<file path="src/rtl/mbw_pkg.sv">
// shared types, constants and helper functions of the maze backtracker walk
package mbw_pkg;

   // fixed field widths
   localparam int CFG_W       = 7;
   localparam int COORD_W     = 6;
   localparam int RAND_W      = 15;
   localparam int CSR_INDEX_W = 4;

   // parameter defaults
   localparam int MAX_WIDTH_DEF   = 64;
   localparam int MAX_HEIGHT_DEF  = 64;
   localparam int STACK_DEPTH_DEF = 1024;

   // size register reset value
   localparam int MAZE_SIZE_RESET = 15;

   // register indexes
   localparam logic [CSR_INDEX_W-1:0] CSR_MAZE_WIDTH  = CSR_INDEX_W'(0);
   localparam logic [CSR_INDEX_W-1:0] CSR_MAZE_HEIGHT = CSR_INDEX_W'(1);

   typedef logic [COORD_W-1:0] coord_type;

   typedef enum logic [1:0] {
      ST_CARVED    = 2'd0,
      ST_BACKTRACK = 2'd1,
      ST_FINISHED  = 2'd2,
      ST_RESTARTED = 2'd3
   } status_type;

   typedef enum logic [1:0] {
      DIR_UP    = 2'd0,
      DIR_LEFT  = 2'd1,
      DIR_DOWN  = 2'd2,
      DIR_RIGHT = 2'd3
   } dir_type;

   typedef struct packed {
      logic              restart;
      logic [RAND_W-1:0] rand_value;
   } req_type;

   typedef struct packed {
      status_type status;
      coord_type  wall_x;
      coord_type  wall_y;
      coord_type  cell_x;
      coord_type  cell_y;
   } rsp_type;

   typedef enum logic [3:0] {
      S_INIT,
      S_IDLE,
      S_WIPE,
      S_SEED,
      S_PROBE,
      S_LAST,
      S_DECIDE,
      S_CARVE,
      S_POP,
      S_RESP
   } state_type;

   // controller to datapath
   typedef struct packed {
      logic accept;
      logic clear_step;
      logic seed;
      logic probe;
      logic decide;
      logic carve;
      logic pop_load;
   } ctrl_cmd_type;

   // datapath to controller
   typedef struct packed {
      logic req_restart;
      logic stack_empty;
      logic clear_last;
      logic probe_last;
      logic none_avail;
   } dp_status_type;

   // value mod 3: base-4 digits sum, since 4 is 1 mod 3
   function automatic logic [1:0] mod3(input logic [RAND_W-1:0] v);
      logic [15:0] p;
      logic [4:0]  s;
      logic [3:0]  t;
      logic [2:0]  u;
      p = 16'(v);
      s = '0;
      for (int i = 0; i < 8; i++) begin
         s = s + 5'(p[2*i +: 2]);
      end
      t = 4'(s[4:2]) + 4'(s[1:0]);
      u = 3'(t[3:2]) + 3'(t[1:0]);
      if (u >= 3'd3) begin
         u = u - 3'd3;
      end
      return u[1:0];
   endfunction

   // direction of the idx-th open candidate
   function automatic dir_type pick_dir(input logic [3:0] avail, input logic [1:0] idx);
      dir_type    d;
      logic [1:0] seen;
      d    = DIR_UP;
      seen = '0;
      for (int i = 0; i < 4; i++) begin
         if (avail[i]) begin
            if (seen == idx) begin
               d = dir_type'(2'(i));
            end
            seen = seen + 2'd1;
         end
      end
      return d;
   endfunction

endpackage

</file>
<file path="src/rtl/mbw_ctrl.sv">
// step sequencer of the maze backtracker walk
module mbw_ctrl (
   input  logic                  clock,
   input  logic                  reset,
   input  logic                  start,
   input  mbw_pkg::dp_status_type sts,
   output mbw_pkg::ctrl_cmd_type  cmd,
   output logic                  busy,
   output logic                  rsp_strobe
);
   import mbw_pkg::*;

   state_type state_ff;
   state_type state_in;

   // state register
   always_ff @(posedge clock) begin
      if (reset) begin
         state_ff <= S_INIT;
      end else begin
         state_ff <= state_in;
      end
   end

   // next state
   always_comb begin
      state_in = state_ff;
      unique case (state_ff)
         S_INIT: begin
            if (sts.clear_last) state_in = S_IDLE;
         end
         S_IDLE: begin
            if (start) begin
               if (sts.req_restart)      state_in = S_WIPE;
               else if (sts.stack_empty) state_in = S_RESP;
               else                      state_in = S_PROBE;
            end
         end
         S_WIPE: begin
            if (sts.clear_last) state_in = S_SEED;
         end
         S_SEED:  state_in = S_RESP;
         S_PROBE: begin
            if (sts.probe_last) state_in = S_LAST;
         end
         S_LAST:   state_in = S_DECIDE;
         S_DECIDE: state_in = sts.none_avail ? S_POP : S_CARVE;
         S_CARVE:  state_in = S_RESP;
         S_POP:    state_in = S_RESP;
         S_RESP:   state_in = S_IDLE;
         default:  state_in = S_INIT;
      endcase
   end

   // outputs
   always_comb begin
      cmd        = '0;
      busy       = 1'b1;
      rsp_strobe = 1'b0;
      unique case (state_ff)
         S_INIT:   cmd.clear_step = 1'b1;
         S_IDLE: begin
            busy       = 1'b0;
            cmd.accept = start;
         end
         S_WIPE:   cmd.clear_step = 1'b1;
         S_SEED:   cmd.seed = 1'b1;
         S_PROBE:  cmd.probe = 1'b1;
         S_LAST:   ;
         S_DECIDE: cmd.decide = 1'b1;
         S_CARVE:  cmd.carve = 1'b1;
         S_POP:    cmd.pop_load = 1'b1;
         S_RESP:   rsp_strobe = 1'b1;
         default:  ;
      endcase
   end

endmodule

</file>
<file path="config.mk">
export PLATFORM = sky130hd
export DESIGN_NAME = mbw_ctrl
export DESIGN_NICKNAME = d
export VERILOG_FILES = /design/src/rtl/mbw_pkg.sv /design/src/rtl/mbw_ctrl.sv
export SDC_FILE = /design/constraint.sdc
export NUM_CORES = 1
export LEC_CHECK = 0
export BUFFER_PORTS_ARGS = -buffer_cell sky130_fd_sc_hd__buf_2
export CAP_MARGIN = 25
export CELL_PAD_IN_SITES_DETAIL_PLACEMENT = 0
export CELL_PAD_IN_SITES_GLOBAL_PLACEMENT = 1
export CORE_AREA = 4 4 41 43
export CTS_BUF_LIST = sky130_fd_sc_hd__clkbuf_8 sky130_fd_sc_hd__clkbuf_16
export CTS_CLUSTER_DIAMETER = 100
export DETAILED_ROUTE_END_ITERATION = 8
export DIE_AREA = 0 0 45 47
export MAX_ROUTING_LAYER = met4
export PLACE_DENSITY_LB_ADDON = 0.1
export SYNTH_ARGS = -nofsm -noshare
export SYNTH_HDL_FRONTEND = slang
export SYNTH_SLANG_ARGS = --single-unit
</file>
<file path="constraint.sdc">
create_clock -name clock -period 3.46 [get_ports clock]
set_input_delay 0.173 -clock clock [delete_from_list [all_inputs] [get_ports clock]]
set_output_delay 0.173 -clock clock [all_outputs]
set_load 0.03 [all_outputs]
</file>
Word level (Yosys, flattened, before mapping). Index checks and enable logic that the tools add are counted. W data, S select, Z words.

Bits in registers: 4. Input port bits: 8. Output and inout port bits: 9.

Equal/unequal tests: 13. Multiplexer cells: 17. Reductions and logical operators: 4.

Operator list (count): $pmux W4 S8 (1); $mux W4 (7); $eq A4 B3 Y1 const B (4); $mux W1 (9); $eq A4 B2 Y1 const B (2); $eq A4 B4 Y1 const B (2); $ne A2 B2 Y1 const B (4); $eq A4 B1 Y1 const B (1); $logic_not A4 Y1 (1); $reduce_and A4 Y1 (1); $reduce_or A3 Y1 (1); $reduce_or A2 Y1 (1).

Logic depth before layout (Yosys ltp).
Depth after elaboration: 4. Depth in mapped cells: 5. Depth with buffers taken out: 4.

Least setup slack after synthesis. OpenSTA, ideal clock, no wires.

Path kind: flip-flop to flip-flop. Start point: register state_ff[2]. End point: register state_ff[0]. Library setup time: 0.088 ns. Arrival time: 1.488 ns. Data required time: 3.372 ns. Path slack: 1.884 ns. Stages on the path, launching flop included: 6. Path buffers: 1. Path through: dfxtp_1 buf_6 nor4b_2 a211oi_2 nor3b_2 o32ai_2.

Word-level cells in the longest chain between the ends: 3. Elaborated cells on any way between the ends: 17. Classes of those cells: eq/ne (13); mux (1); reduce/logical (3).

Ends and longest elaborated chain: from (decl) (RTL line mbw_ctrl.sv:13) `state_type state_ff;`; from (signal assigned) (RTL line mbw_ctrl.sv:21) `state_ff <= state_in;`; $eq A4 B3 Y1, or another cell as far along (RTL line mbw_ctrl.sv:28) `unique case (state_ff)`; $reduce_or A3 Y1 (no source line) or $ne A2 B2 Y1 (tied branches); $pmux W4 S8 or $reduce_and A4 Y1 (tied branches).

Parallel ways exist; a longest one is shown, timed or not. A chain may end at the register's enable or synchronous reset.

Worst setup path in the final report.
Start point: register state_ff[0]. End point: output rsp_strobe.

Word-level cells in the longest chain between the ends: 2.

Ends and longest elaborated chain: $eq A4 B4 Y1 (RTL line mbw_ctrl.sv:60) `unique case (state_ff)`; $mux W1 (RTL line mbw_ctrl.sv:60); to (decl) (RTL line mbw_ctrl.sv:9) `output logic rsp_strobe`.

No other way between the ends.

==> flow_summary.ini <==
[layout]
final_area_sq_um = 495
multiInputGateArea_sq_um = 275
layout-drive-gt1-share_pct = 40.3
diodes = 0
largest-register = state_ff
largest_register_ffs = 4
top_regs = state_ff (4)
seq_area_sq_um = 80.1
final_common_cell = buf_2
syn2layout_area_growth_pct = 24.9
final_cells = 77
fin_util_pct = 38.1
mostFrequentLayoutCells = buf_2 (16), nand2_1 (4), nor3_1 (4), dfxtp_1 (4)
layout.nets = 72
fill_cells = 148

[routing]
drc = 0
vias_per_cell = 5.29
wl_per_cell_um = 12.8
dr.pass1.iters = 3
ant_nets = 0
drtIter0Drc = 2
num_vias = 407
wl_um = 984

[hold_path]
hold_path_class = in -> reg

[timing]
finalCriticalPeriod_ps = 1640
finClkSkew_ps = 0.0396
setup_tns_ps = 0
fmax_ghz = 0.610
tightestPinTransition_ps = 414
hold_viol = 0
finalSetupViolCount = 0
relSlewSlack_pct = 72.4
slew_violations = 0
period_share_pct = 47.4
rsz0062_at_grt = no

[synthesis]
yosysSeqAreaShare_pct = 20.2
synthMuxAreaShare_pct = 0
ys_ff_latch = 4
synth_top_family_by_area = simple AND/OR/NAND/NOR gates
syn_area_sq_um = 397
synth-adder-area-share_pct = 0
synth_area_leaders = dfxtp_1 (20%), buf_6 (8.5%), and3b_1 (6.6%)
synth_fp_nets = 55
synth_simple_gate_area_share_pct = 46.7
yosys_warnings = 0
syn_area_per_cell_sq_um = 8.44
yosys.area.top_type = dfxtp_1
synth_xor_area_share_pct = 0
ys_types = 28
synth_cells = 47
synth_compound_area_share_pct = 22.7
synth_top_area_share_pct = 20.2

[power]
cell_internal_pwr_mw = 0.201
power.switching_fraction_pct = 43.8
leakagePower_nw = 0.223
seq_power_share_pct = 25.7
finalPower_mw = 0.357
power_per_cell_area_nw_per_um2 = 722
power.net_switching_mw = 0.156
pwr-share-comb_pct = 47.5
clkPwrFrac_pct = 26.8
peakVddDrop_mv = 0.311

[clock_network]
worst_skew_pair.late_latency_ps = 210
root_buffer = clkbuf_8
cts_tree = built
h-tree-depth = 1
clockBufferDepth = 2
clock_sinks = 4
clk_pin_slew_worst_paths_ps = 30
postCtsSetupBuffers = 0
hold_buffers = 0
cts_resized = 0
cts_buffers = 3

[grt]
grt_max_degree = 14
grt-ovfl-total = 0
grt_pass1_vias = 374
grt_pass1_wl_mm = 1.66
grt.busiest_layer = met2
grt_util_met2_pct = 16.4
antenna_found_initial = 0
grt_usage_pct = 11.2
grt_util_met3_pct = 4.98
grtUsageMet1_pct = 14.4

[worst_setup_path]
path_class = reg -> out
required_ps = 3290
reg2reg_slack_ps = 2010
worstPathArrival_ps = 1470
endpoint_kind = output port
startpoint_type = flip-flop
crit_path_max_fanout = 13

[placed_design]
gp_congestion = 0.711
dp.cells = 74
placed_area_sq_um = 454
portBuffers = 16
hpwl_um = 771

[floorplanning]
die_area_sq_um = 2120
core_sq_um = 1300
die_w_um = 45
initial_core_util_pct = 30.5
ios = 17
chipHeight_um = 47
fp-row-count = 13

[status]
status = finished clean

[job]
maxCapViolations = 0
[cell usage after synthesis]
cell type,n
dfxtp_1,4
or2_1,1
o32ai_2,1
o32a_1,1
nand3b_1,2
a211oi_2,1
nor3b_2,1
nand2_2,1
nor3b_1,1
and3_1,1
nor2_1,3
o21ai_1,2
and3b_1,3
buf_6,3
nor4b_2,1
nor2_4,1
o22ai_1,1
nand2_1,4
a21oi_1,2
nor3_1,4
o21a_1,1
a311oi_1,1
nor2b_1,1
nand2b_1,1
a22o_1,1
and2b_1,2
nand3_1,1
buf_4,1
[stage by stage]
step,hold slack [ps],setup slack [ps]
final,179,1820
after global routing,183,1710
after CTS,176,1820
after detailed placement,399,2020
after global placement,408,1990
after floorplan,242,1880
[final cells by class]
cell class | instances | share of cell area, %
clock buffer | 3 | 8.33
sequential | 4 | 16.2
multi-input combinational | 39 | 55.6
timing repair buffer | 16 | 16.2
tap | 15 | 3.79
[final timing paths]
| path | start | endpoint | depth (start not counted) |
|---|---|---|---|
| setup / recovery | state_ff[0]$_SDFFE_PP0P_ | rsp_strobe | 3 |
| hold / removal | reset | state_ff[1]$_SDFFE_PP0P_ | 2 |
| setup reg to reg | state_ff[1]$_SDFFE_PP0P_ | state_ff[0]$_SDFFE_PP0P_ | 4 |
| hold reg to reg | state_ff[1]$_SDFFE_PP0P_ | state_ff[1]$_SDFFE_PP0P_ | 2 |
[kinds of logic after synthesis]
logic type | Yosys count
AND/OR/NAND/NOR | 28
AO/OA/AOI/OAI | 11
flip-flops | 4
buffers and inverters | 4
[power by group through the flow]
stage          Sequential, mW  Clock (mW)  Combinational, mW
2_1_floorplan          0.0664           0              0.171
3_3_place_gp           0.0948           0              0.173
3_5_place_dp           0.0924           0              0.170
4_1_cts                0.0916      0.0982              0.171
5_1_grt                0.0958       0.106              0.185
6_report               0.0919      0.0958              0.170
[worst max-delay path, cell delays in order, from the launching register on]
cell and delay (ps):
dfxtp_1 560, and2b_1 260, and3b_1 220, buf_2 210
[per-layer routing]
metal  routed length (um)  vias up
li1                     -      204
met5                    0        -
met2                  431       13
met4                    0        0
met1                  484      190
met3                   68        0
No activity file was read; power rests on OpenSTA's default activity.
